## src/design/assert_macros.svh

```systemverilog
// Assertion macros used by the free segment allocator.
`ifndef ASSERT_MACROS_SVH
`define ASSERT_MACROS_SVH
`ifndef ASSERT_OFF
`define ASSERT_PROP(lbl, prop) \
  lbl: assert property (@(posedge clk_i) disable iff (!rst_ni) (prop)) \
    else $error("assertion failed");
`define ASSERT_IMPL(lbl, ante, cons) \
  lbl: assert property (@(posedge clk_i) disable iff (!rst_ni) (ante) |-> (cons)) \
    else $error("assertion failed");
`else
`define ASSERT_PROP(lbl, prop)
`define ASSERT_IMPL(lbl, ante, cons)
`endif
`endif

```

## src/design/fsa_pkg.sv

```systemverilog
// Types and constants of the free segment allocator.
package fsa_pkg;

  localparam int unsigned SEGMENTS_DEFAULT = 32;

  localparam logic [1:0] STRAT_FIRST = 2'd0;
  localparam logic [1:0] STRAT_BEST  = 2'd1;
  localparam logic [1:0] STRAT_NEXT  = 2'd2;
  localparam logic [1:0] STRAT_RSVD  = 2'd3;

  localparam logic [1:0] ST_OK    = 2'd0;
  localparam logic [1:0] ST_NOFIT = 2'd1;
  localparam logic [1:0] ST_FULL  = 2'd2;

  localparam logic MODE_ALLOC = 1'b0;
  localparam logic MODE_FREE  = 1'b1;

  localparam logic [31:0] ADDR_TOP = 32'hFFFF_FFFF;

  typedef struct packed {
    logic [31:0] len;
    logic [31:0] start;
  } seg_t;

endpackage

```

## src/design/fsa_table.sv

```systemverilog
// Segment table memory: one write port, one registered read port.
module fsa_table #(
  parameter int unsigned SEGMENTS = fsa_pkg::SEGMENTS_DEFAULT,
  parameter int unsigned IW       = $clog2(SEGMENTS)
) (
  input  logic           clk_i,
  input  logic           we_i,
  input  logic [IW-1:0]  waddr_i,
  input  fsa_pkg::seg_t  wdata_i,
  input  logic [IW-1:0]  raddr_i,
  output fsa_pkg::seg_t  rdata_o
);

  fsa_pkg::seg_t mem [SEGMENTS];
  fsa_pkg::seg_t rdata_q;

  always_ff @(posedge clk_i) begin
    if (we_i) begin
      mem[waddr_i] <= wdata_i;
    end
    rdata_q <= mem[raddr_i];
  end

  assign rdata_o = rdata_q;

endmodule

```

## src/design/free_segment_allocator.sv

```systemverilog
// Free segment allocator: address-sorted free table with fit search and coalescing.
// Scans and shifts step through the table entries in order over the single table port.
// Throughput: one transaction at a time; a new one is taken while a result waits.
// Reset: asynchronous, table empty, strategy first fit; no clearing pass.
`include "assert_macros.svh"

module free_segment_allocator #(
  parameter int unsigned SEGMENTS = fsa_pkg::SEGMENTS_DEFAULT
) (
  input  logic        clk_i,
  input  logic        rst_ni,
  input  logic        s_axis_tvalid_i,
  output logic        s_axis_tready_o,
  input  logic [63:0] s_axis_tdata_i,   // request_size [31:0], segment_address [63:32]
  input  logic        s_axis_tuser_i,   // mode
  output logic        m_axis_tvalid_o,
  input  logic        m_axis_tready_i,
  output logic [31:0] m_axis_tdata_o,   // granted_address [31:0]
  output logic [1:0]  m_axis_tuser_o,   // status [1:0]
  input  logic        cfg_valid_i,
  output logic        cfg_ready_o,
  input  logic [1:0]  cfg_data_i        // placement_strategy
);

  localparam int unsigned IW = (SEGMENTS > 1) ? $clog2(SEGMENTS) : 1;
  localparam int unsigned CW = IW + 1;
  localparam logic [CW-1:0] SEG_N = CW'(SEGMENTS);

  localparam logic [3:0] S_IDLE    = 4'd0;
  localparam logic [3:0] S_START   = 4'd1;
  localparam logic [3:0] S_SCAN    = 4'd2;
  localparam logic [3:0] S_ALLOC   = 4'd3;
  localparam logic [3:0] S_FDEC    = 4'd4;
  localparam logic [3:0] S_FWR     = 4'd5;
  localparam logic [3:0] S_MERGE   = 4'd6;
  localparam logic [3:0] S_SHDN    = 4'd7;
  localparam logic [3:0] S_SHUP    = 4'd8;
  localparam logic [3:0] S_INSWR   = 4'd9;
  localparam logic [3:0] S_POST    = 4'd10;
  localparam logic [3:0] S_DONE    = 4'd11;

  logic [3:0]    state_q, state_d;
  logic [1:0]    strat_q, strat_d;
  logic [CW-1:0] cnt_q, cnt_d;
  logic [IW-1:0] nfi_q, nfi_d;
  logic          mode_q, mode_d;
  logic [31:0]   size_q, size_d;
  logic [31:0]   addr_q, addr_d;
  logic [31:0]   end_q, end_d;
  logic [IW-1:0] idx_q, idx_d;
  logic [CW-1:0] n_q, n_d;
  logic [IW-1:0] found_q, found_d;
  logic [CW-1:0] pos_q, pos_d;
  logic [IW-1:0] k_q, k_d;
  logic          hit_q, hit_d;
  logic          rem_q, rem_d;
  logic          ins_q, ins_d;
  logic          okal_q, okal_d;
  logic          mp_q, mp_d;
  logic          mn_q, mn_d;
  fsa_pkg::seg_t f_q, f_d;
  fsa_pkg::seg_t prev_q, prev_d;
  logic          prev_ok_q, prev_ok_d;
  fsa_pkg::seg_t next_q, next_d;
  logic          next_ok_q, next_ok_d;
  logic [31:0]   sum_q, sum_d;
  logic [31:0]   grant_q, grant_d;
  logic [1:0]    status_q, status_d;
  logic          mval_q, mval_d;
  logic [31:0]   oaddr_q, oaddr_d;
  logic [1:0]    ostat_q, ostat_d;

  logic          we;
  logic [IW-1:0] waddr;
  fsa_pkg::seg_t wdata;
  logic [IW-1:0] raddr;
  fsa_pkg::seg_t rdata;

  logic [32:0]   end33;
  logic [32:0]   prev_end;
  logic [CW-1:0] idx_inc;
  logic [IW-1:0] idx_nx;
  logic          last;
  logic          fit;
  logic [CW-1:0] cnt_n;
  logic [CW-1:0] nfi_w;

  fsa_table #(
    .SEGMENTS (SEGMENTS),
    .IW       (IW)
  ) u_table (
    .clk_i   (clk_i),
    .we_i    (we),
    .waddr_i (waddr),
    .wdata_i (wdata),
    .raddr_i (raddr),
    .rdata_o (rdata)
  );

  assign s_axis_tready_o = (state_q == S_IDLE);
  assign cfg_ready_o     = 1'b1;
  assign m_axis_tvalid_o = mval_q;
  assign m_axis_tdata_o  = oaddr_q;
  assign m_axis_tuser_o  = ostat_q;

  assign end33    = {1'b0, addr_q} + {1'b0, size_q};
  assign prev_end = {1'b0, prev_q.start} + {1'b0, prev_q.len};
  assign idx_inc  = {1'b0, idx_q} + CW'(1);
  assign idx_nx   = (idx_inc == cnt_q) ? '0 : idx_inc[IW-1:0];
  assign last     = ((n_q + CW'(1)) == cnt_q);
  assign fit      = (rdata.len >= size_q) && (!hit_q || (rdata.len < f_q.len));

  always_comb begin
    state_d   = state_q;
    strat_d   = strat_q;
    cnt_d     = cnt_q;
    nfi_d     = nfi_q;
    mode_d    = mode_q;
    size_d    = size_q;
    addr_d    = addr_q;
    end_d     = end_q;
    idx_d     = idx_q;
    n_d       = n_q;
    found_d   = found_q;
    pos_d     = pos_q;
    k_d       = k_q;
    hit_d     = hit_q;
    rem_d     = rem_q;
    ins_d     = ins_q;
    okal_d    = okal_q;
    mp_d      = mp_q;
    mn_d      = mn_q;
    f_d       = f_q;
    prev_d    = prev_q;
    prev_ok_d = prev_ok_q;
    next_d    = next_q;
    next_ok_d = next_ok_q;
    sum_d     = sum_q;
    grant_d   = grant_q;
    status_d  = status_q;
    mval_d    = mval_q;
    oaddr_d   = oaddr_q;
    ostat_d   = ostat_q;
    we        = 1'b0;
    waddr     = '0;
    wdata     = '0;
    raddr     = '0;
    cnt_n     = cnt_q;
    nfi_w     = {1'b0, nfi_q};

    if (cfg_valid_i) begin
      strat_d = (cfg_data_i == fsa_pkg::STRAT_RSVD) ? fsa_pkg::STRAT_FIRST : cfg_data_i;
    end
    if (mval_q && m_axis_tready_i) begin
      mval_d = 1'b0;
    end

    unique case (state_q)
      S_IDLE: begin
        if (s_axis_tvalid_i) begin
          mode_d  = s_axis_tuser_i;
          size_d  = s_axis_tdata_i[31:0];
          addr_d  = s_axis_tdata_i[63:32];
          state_d = S_START;
        end
      end
      S_START: begin
        grant_d   = '0;
        status_d  = fsa_pkg::ST_OK;
        rem_d     = 1'b0;
        ins_d     = 1'b0;
        okal_d    = 1'b0;
        hit_d     = 1'b0;
        prev_ok_d = 1'b0;
        next_ok_d = 1'b0;
        n_d       = '0;
        idx_d     = (mode_q == fsa_pkg::MODE_ALLOC && strat_q == fsa_pkg::STRAT_NEXT &&
                     {1'b0, nfi_q} < cnt_q) ? nfi_q : '0;
        raddr     = idx_d;
        if (mode_q == fsa_pkg::MODE_FREE) begin
          if (end33[32]) begin
            size_d = ~addr_q;
            end_d  = fsa_pkg::ADDR_TOP;
          end else begin
            end_d = end33[31:0];
          end
          if (size_q == '0 || addr_q == fsa_pkg::ADDR_TOP) begin
            state_d = S_DONE;
          end else if (cnt_q == '0) begin
            pos_d   = '0;
            state_d = S_FDEC;
          end else begin
            state_d = S_SCAN;
          end
        end else if (size_q == '0 || cnt_q == '0) begin
          status_d = fsa_pkg::ST_NOFIT;
          state_d  = S_DONE;
        end else begin
          state_d = S_SCAN;
        end
      end
      S_SCAN: begin
        raddr = idx_nx;
        n_d   = n_q + CW'(1);
        idx_d = idx_nx;
        if (mode_q == fsa_pkg::MODE_FREE) begin
          if (rdata.start > addr_q) begin
            pos_d     = {1'b0, idx_q};
            next_d    = rdata;
            next_ok_d = 1'b1;
            state_d   = S_FDEC;
          end else begin
            prev_d    = rdata;
            prev_ok_d = 1'b1;
            if (last) begin
              pos_d   = cnt_q;
              state_d = S_FDEC;
            end
          end
        end else if (strat_q == fsa_pkg::STRAT_BEST) begin
          if (fit) begin
            f_d     = rdata;
            found_d = idx_q;
            hit_d   = 1'b1;
          end
          if (last) begin
            if (hit_q || fit) begin
              state_d = S_ALLOC;
            end else begin
              status_d = fsa_pkg::ST_NOFIT;
              state_d  = S_DONE;
            end
          end
        end else begin
          if (rdata.len >= size_q) begin
            f_d     = rdata;
            found_d = idx_q;
            state_d = S_ALLOC;
          end else if (last) begin
            status_d = fsa_pkg::ST_NOFIT;
            state_d  = S_DONE;
          end
        end
      end
      S_ALLOC: begin
        grant_d = f_q.start;
        okal_d  = 1'b1;
        if (f_q.len == size_q) begin
          rem_d = 1'b1;
          pos_d = {1'b0, found_q};
          k_d   = found_q;
          raddr = IW'({1'b0, found_q} + CW'(1));
          if (({1'b0, found_q} + CW'(1)) < cnt_q) begin
            state_d = S_SHDN;
          end else begin
            state_d = S_POST;
          end
        end else begin
          we          = 1'b1;
          waddr       = found_q;
          wdata.start = f_q.start + size_q;
          wdata.len   = f_q.len - size_q;
          state_d     = S_POST;
        end
      end
      S_SHDN: begin
        we    = 1'b1;
        waddr = k_q;
        wdata = rdata;
        raddr = IW'({1'b0, k_q} + CW'(2));
        if (({1'b0, k_q} + CW'(2)) < cnt_q) begin
          k_d = k_q + IW'(1);
        end else begin
          state_d = S_POST;
        end
      end
      S_FDEC: begin
        mp_d  = prev_ok_q && (prev_end == {1'b0, addr_q});
        mn_d  = next_ok_q && (next_q.start == end_q);
        raddr = IW'(cnt_q - CW'(1));
        k_d   = cnt_q[IW-1:0];
        if (mp_d || mn_d) begin
          state_d = S_FWR;
        end else if (cnt_q == SEG_N) begin
          status_d = fsa_pkg::ST_FULL;
          state_d  = S_DONE;
        end else begin
          ins_d = 1'b1;
          if (cnt_q > pos_q) begin
            state_d = S_SHUP;
          end else begin
            state_d = S_INSWR;
          end
        end
      end
      S_FWR: begin
        if (mp_q && mn_q) begin
          sum_d   = prev_q.len + size_q;
          state_d = S_MERGE;
        end else if (mp_q) begin
          we          = 1'b1;
          waddr       = IW'(pos_q - CW'(1));
          wdata.start = prev_q.start;
          wdata.len   = prev_q.len + size_q;
          state_d     = S_POST;
        end else begin
          we          = 1'b1;
          waddr       = pos_q[IW-1:0];
          wdata.start = addr_q;
          wdata.len   = next_q.len + size_q;
          state_d     = S_POST;
        end
      end
      S_MERGE: begin
        we          = 1'b1;
        waddr       = IW'(pos_q - CW'(1));
        wdata.start = prev_q.start;
        wdata.len   = sum_q + next_q.len;
        rem_d       = 1'b1;
        k_d         = pos_q[IW-1:0];
        raddr       = IW'(pos_q + CW'(1));
        if ((pos_q + CW'(1)) < cnt_q) begin
          state_d = S_SHDN;
        end else begin
          state_d = S_POST;
        end
      end
      S_SHUP: begin
        we    = 1'b1;
        waddr = k_q;
        wdata = rdata;
        raddr = k_q - IW'(2);
        if (({1'b0, k_q} - CW'(1)) > pos_q) begin
          k_d = k_q - IW'(1);
        end else begin
          state_d = S_INSWR;
        end
      end
      S_INSWR: begin
        we          = 1'b1;
        waddr       = pos_q[IW-1:0];
        wdata.start = addr_q;
        wdata.len   = size_q;
        state_d     = S_POST;
      end
      S_POST: begin
        if (rem_q) begin
          cnt_n = cnt_q - CW'(1);
          if (pos_q < {1'b0, nfi_q}) begin
            nfi_w = {1'b0, nfi_q} - CW'(1);
          end
        end else if (ins_q) begin
          cnt_n = cnt_q + CW'(1);
          if (pos_q <= {1'b0, nfi_q}) begin
            nfi_w = {1'b0, nfi_q} + CW'(1);
          end
        end
        if (nfi_w >= cnt_n) begin
          nfi_w = '0;
        end
        if (okal_q && strat_q == fsa_pkg::STRAT_NEXT) begin
          nfi_w = ({1'b0, found_q} >= cnt_n) ? '0 : {1'b0, found_q};
        end
        cnt_d   = cnt_n;
        nfi_d   = nfi_w[IW-1:0];
        state_d = S_DONE;
      end
      S_DONE: begin
        if (!mval_q || m_axis_tready_i) begin
          mval_d  = 1'b1;
          oaddr_d = grant_q;
          ostat_d = status_q;
          state_d = S_IDLE;
        end
      end
      default: begin
        state_d = S_IDLE;
      end
    endcase
  end

  always_ff @(posedge clk_i or negedge rst_ni) begin
    if (!rst_ni) begin
      state_q <= S_IDLE;
      strat_q <= fsa_pkg::STRAT_FIRST;
      cnt_q   <= '0;
      nfi_q   <= '0;
      mval_q  <= 1'b0;
    end else begin
      state_q <= state_d;
      strat_q <= strat_d;
      cnt_q   <= cnt_d;
      nfi_q   <= nfi_d;
      mval_q  <= mval_d;
    end
  end

  always_ff @(posedge clk_i) begin
    mode_q    <= mode_d;
    size_q    <= size_d;
    addr_q    <= addr_d;
    end_q     <= end_d;
    idx_q     <= idx_d;
    n_q       <= n_d;
    found_q   <= found_d;
    pos_q     <= pos_d;
    k_q       <= k_d;
    hit_q     <= hit_d;
    rem_q     <= rem_d;
    ins_q     <= ins_d;
    okal_q    <= okal_d;
    mp_q      <= mp_d;
    mn_q      <= mn_d;
    f_q       <= f_d;
    prev_q    <= prev_d;
    prev_ok_q <= prev_ok_d;
    next_q    <= next_d;
    next_ok_q <= next_ok_d;
    sum_q     <= sum_d;
    grant_q   <= grant_d;
    status_q  <= status_d;
    oaddr_q   <= oaddr_d;
    ostat_q   <= ostat_d;
  end

  `ASSERT_PROP(a_cnt_bound, cnt_q <= SEG_N)
  `ASSERT_PROP(a_nfi_range, ({1'b0, nfi_q} < cnt_q) || (nfi_q == '0))
  `ASSERT_IMPL(a_rise_from_done, $rose(mval_q), $past(state_q) == S_DONE)
  `ASSERT_IMPL(a_zero_grant, mval_q && (ostat_q != fsa_pkg::ST_OK), oaddr_q == '0)
  `ASSERT_IMPL(a_cnt_only_post, cnt_q != $past(cnt_q), $past(state_q) == S_POST)

endmodule

```

## config.mk

```make
export PLATFORM = sky130hd
export DESIGN_NAME = free_segment_allocator
export DESIGN_NICKNAME = d
export VERILOG_FILES = /design/src/design/fsa_pkg.sv /design/src/design/fsa_table.sv /design/src/design/free_segment_allocator.sv
export VERILOG_INCLUDE_DIRS = /design/src /design/src/design
export SDC_FILE = /design/constraint.sdc
export NUM_CORES = 2
export LEC_CHECK = 0
export ABC_AREA = 0
export BUFFER_PORTS_ARGS = -buffer_cell sky130_fd_sc_hd__clkbuf_2
export CORE_MARGIN = 8
export CORE_UTILIZATION = 45
export DETAILED_ROUTE_END_ITERATION = 8
export GPL_ROUTABILITY_DRIVEN = 0
export GPL_TIMING_DRIVEN = 0
export PLACE_DENSITY_LB_ADDON = 0.12
export SYNTH_ARGS = -nofsm -noshare
export SYNTH_HDL_FRONTEND = slang
export SYNTH_SLANG_ARGS = --single-unit
```

## constraint.sdc

```tcl
create_clock -name clk_i -period 7.34 [get_ports clk_i]
set_input_delay 0.734 -clock clk_i [delete_from_list [all_inputs] [get_ports clk_i]]
set_output_delay 0.734 -clock clk_i [all_outputs]
set_load 0.05 [all_outputs]
```

==> reports/summary.md <==
The portion of synthesized area spent on multiplexers is 7.68%. The logs give 552 mm for the global-route wire length before repair and 81.4 ps for the worst clock skew. The launching element type of the critical path is a flip-flop. The checks that failed: max-capacitance violations, max-slew violations.

After synthesis, the mean cell area works out to 15.3 sq um. Once the floorplan was initialized, standard cells occupied 45.2% of the core. Buffer cell driving the clock tree root: clkbuf_16. In the routed design, unresolved DRC markers number 0. For the largest vdd supply drop, the log shows 0.000360 V. Walking the worst path, the cells encountered are inv_1, ha_1, nand3_1, nor4_2, nand4_1, nor2_2, a211oi_1, a32oi_2, buf_4, buf_2, buf_4, buf_2, mux4_2, o21ai_0, nand4_1. The run gives 0 as the synthesis warning total. After Yosys synthesis, XOR and XNOR cells account for 2.15% of the synthesized area. The number of enable flip-flop cells after synthesis was 2472. Kind of path behind the tightest hold check: input port to flip-flop.

The post-synthesis compound-gate area fraction was 8.62%; the data arrival time of the worst path was 7890 ps. The cell area that synthesis handed to floorplanning was 112000 sq um. Among all flip-flop cells after synthesis, the most frequent one is edfxtp_1. The number of buffers and inverters on the critical path is 5. For the pin with the worst max-slew slack, the measured transition is 1500 ps. Worst relative slew slack: -0.251%. The number of nets at the end of the flow came out at 8446. The via count of the first global-routing pass was 71302; the share of async-settable or async-resettable flops after synthesis was 0.705%. Across every metal layer, demand over resource in global routing totals 29.4%. The logs give 1 for the number of max-cap violations and 0 for the overall overflow remaining after global route.

For this run, the share of the core covered by cells in the final layout is 52.5%. In this run the tool buffered the top-level ports with 107 buffer cells. For this design the ratio of total power to cell area is 502 nW/um^2. The minimum period implied by the final worst setup slack is 7310 ps, and the remaining number of nets flagged by the antenna check after routing is 0. The kind of cell with the highest combined delay along the critical path is simple AND/OR/NAND/NOR gates.

The run finished, with violations left. For the area of the die, the log shows 265000 sq um. Hold timing on the final database bottoms out at a slack of 88.5 ps. The top cell types in the final layout, fill and taps aside, are edfxtp_1, nand2_1, ha_1. In the finished design, the share of the clock period the worst path needs comes to 99.6%. The register bit count reported by yosys works out to 2554. The clock latency on the worst-skew pair came out at 950 ps.

The logs give 31 for the number of antenna violations at the first check in global routing and 7910 ps for the data required time of the critical path. Among all stages on the critical path, the largest delay is contributed by edfxtp_1. The tools report the area taken by flip-flops and latches as 76000 sq um. In this run, CTS created clock tree buffers numbering 288.

The number of hold-slack violations in the final timing report is 0, and the clock slew at the register clock pins of the worst setup and hold paths is 60 ps. The run gives 20490 as the number of inserted filler cells in the final layout. The area of combinational cells with multiple inputs is 34700 sq um. The maximum fanout along the worst path works out to 10. The synthesized netlist devotes 7.51% of its cell area to simple gates.

The share of synthesized area occupied by flip-flops and latches was 67.8%; the chip width was 515 um. The largest single stage delay on the critical path is 840 ps. The clock tree synthesis step divided the H-tree into 5 levels.

Synthesis instantiated 92 different standard cells from the library. Using the TritonRoute via totals, the vias-per-cell ratio works out to 6.37. The routed length per placed instance is 34.8 um, and the total of endpoints with negative setup slack in the final report is 0.

The post-route netlist has 16.8% of its cells at a drive strength greater than 1. The TritonCTS sink count is 2554. The library cell used most frequently in the layout, excluding fill and tap cells, is edfxtp_1. For this block, the routed nets add up to 401 mm of wire. TritonCTS built the clock tree.

Entering global routing, the biggest net connects 33 pins. The relative area change from synthesis to final layout is 16.3%, and the total core area is 248000 sq um. The endpoint class of the critical path is a flip-flop.

The maximum achievable frequency was 137 MHz; the vertical die dimension was 515 um. The run gives 73410 as the number of vias after detailed routing. After synthesis, the largest family of logic cells by area is compound AO/OA/AOI/OAI gates. The number of standard-cell rows in the floorplan is 183.

The analysis attributes to cell leakage a power of 45.2 nW. The total negative slack for setup checks is 0 ps. In this run, the number of DRC markers left after iteration 0 of detailed routing was 10418. For the number of nets produced by synthesis, the log shows 7803. The max-slew violation count is 33. The tools report the I/O pin total as 109.

The synthesized netlist devotes 4.37% of its cell area to adder and majority cells. The first detailed-routing pass ran for 7 iterations. Counting every instance in the synthesized netlist gives 7344. By startpoint and endpoint, the worst setup path is classified as flip-flop to flip-flop.

The clock passes through at most 4 buffers. The run gives 285 mm as the placed wire-length estimate.
-- registers in the layout (all words and copies together) (netlist names), 64 cells and up --
name / cells
prev_q: 64
f_q: 64
u_table.rdata_o: 64
u_table.mem: 2048
next_q: 64
-- cell type report --
class | count | share of cell area (%)
plain buffers | 320 | 1.10
well taps | 3330 | 3.20
multi-input cells | 4283 | 26.6
inverters | 187 | 0.538
flip-flops and latches | 2554 | 58.3
clock buffers | 370 | 5.93
diodes | 12 | 0.0230
repair buffers | 353 | 3.49
clock inverters | 119 | 0.861
-- kinds of logic (layout without fill, tap and decap cells) --
kind of cell,after synthesis,in the layout
simple gates,1795,1795
xor+xnor,275,275
compound gates,1421,1421
buf+inv,507,1349
flops,2554,2554
other cells,1,13
fa+ha+maj,387,387
mux,404,404
-- report_power, final --
| group | switching (mW) | internal, mW | total, mW |
|---|---|---|---|
| Sequential | 1.52 | 21.3 | 22.8 |
| Combinational | 20.3 | 8.50 | 28.8 |
| Clock | 5.73 | 8.17 | 13.9 |
-- worst paths after layout --
path / start / end / slack (ps) / cells after the start
max in group asynchronous: rst_ni / nfi_q[2]$_DFFE_PN0N_ / 6590 / 2
min in group asynchronous: rst_ni / state_q[1]$_DFFE_PN0P_ / 360 / 2
min: cfg_valid_i / strat_q[0]$_DFFE_PN0P_ / 90 / 2
min reg2reg: grant_q[17]$_SDFFCE_PN0P_ / m_axis_tdata_o[17]$_DFFE_PP_ / 420 / 0
max reg2reg: size_q[19]$_DFFE_PP_ / u_table.rdata_o[53]$_DFF_P_ / 30 / 15
max: size_q[19]$_DFFE_PP_ / u_table.rdata_o[53]$_DFF_P_ / 30 / 15
-- cells in the mapped netlist (all sizes together), types with 128 or more instances --
cell,n,area (sq um)
edfxtp,2472,74200
inv,184,691
nor2,223,852
o21ai,283,1420
clkbuf,156,586
xnor2,161,1410
mux4,362,8150
a21o,131,983
ha,379,4740
a21oi,262,1310
nand2,828,3110
nand3,195,976
a22oi,190,1430
buf,164,830
nand4,128,801
-- metrics by stage --
step | total power, mW | cell area, sq um | cells | worst slack (ps)
final | 65.5 | 130000 | 11528 | 26.0
after global routing | 67.5 | 130000 | 11523 | -1.68
after CTS | 65.1 | 130000 | 11513 | 15.6
after detailed placement | 51.2 | 121000 | 10985 | -1100
after global placement | 49.4 | 117000 | 10781 | -6780
after floorplan | 36.8 | 112000 | 7344 | 300
-- per-layer routing --
| layer | up-vias | track usage (%) | part of all wire (%) |
|---|---|---|---|
| met5 | - | 0 | 0.031 |
| met1 | 37855 | 39.5 | 39 |
| met4 | 18 | 13.3 | 5.4 |
| met3 | 833 | 6.29 | 10 |
| li1 | 30474 | - | - |
| met2 | 4230 | 46.3 | 46 |
-- what timing repair did --
| action | CTS | global route |
|---|---|---|
| hold endpoints to repair | 49 | 0 |
| endpoints found under the setup margin | 56 | 12 |
| hold buffers | 32 | 0 |
| pin swaps | 0 | 1 |
| buffers inserted | 7 | 2 |
| gates resized for setup | 6 | 6 |
No activity file was read; power rests on OpenSTA's default activity.
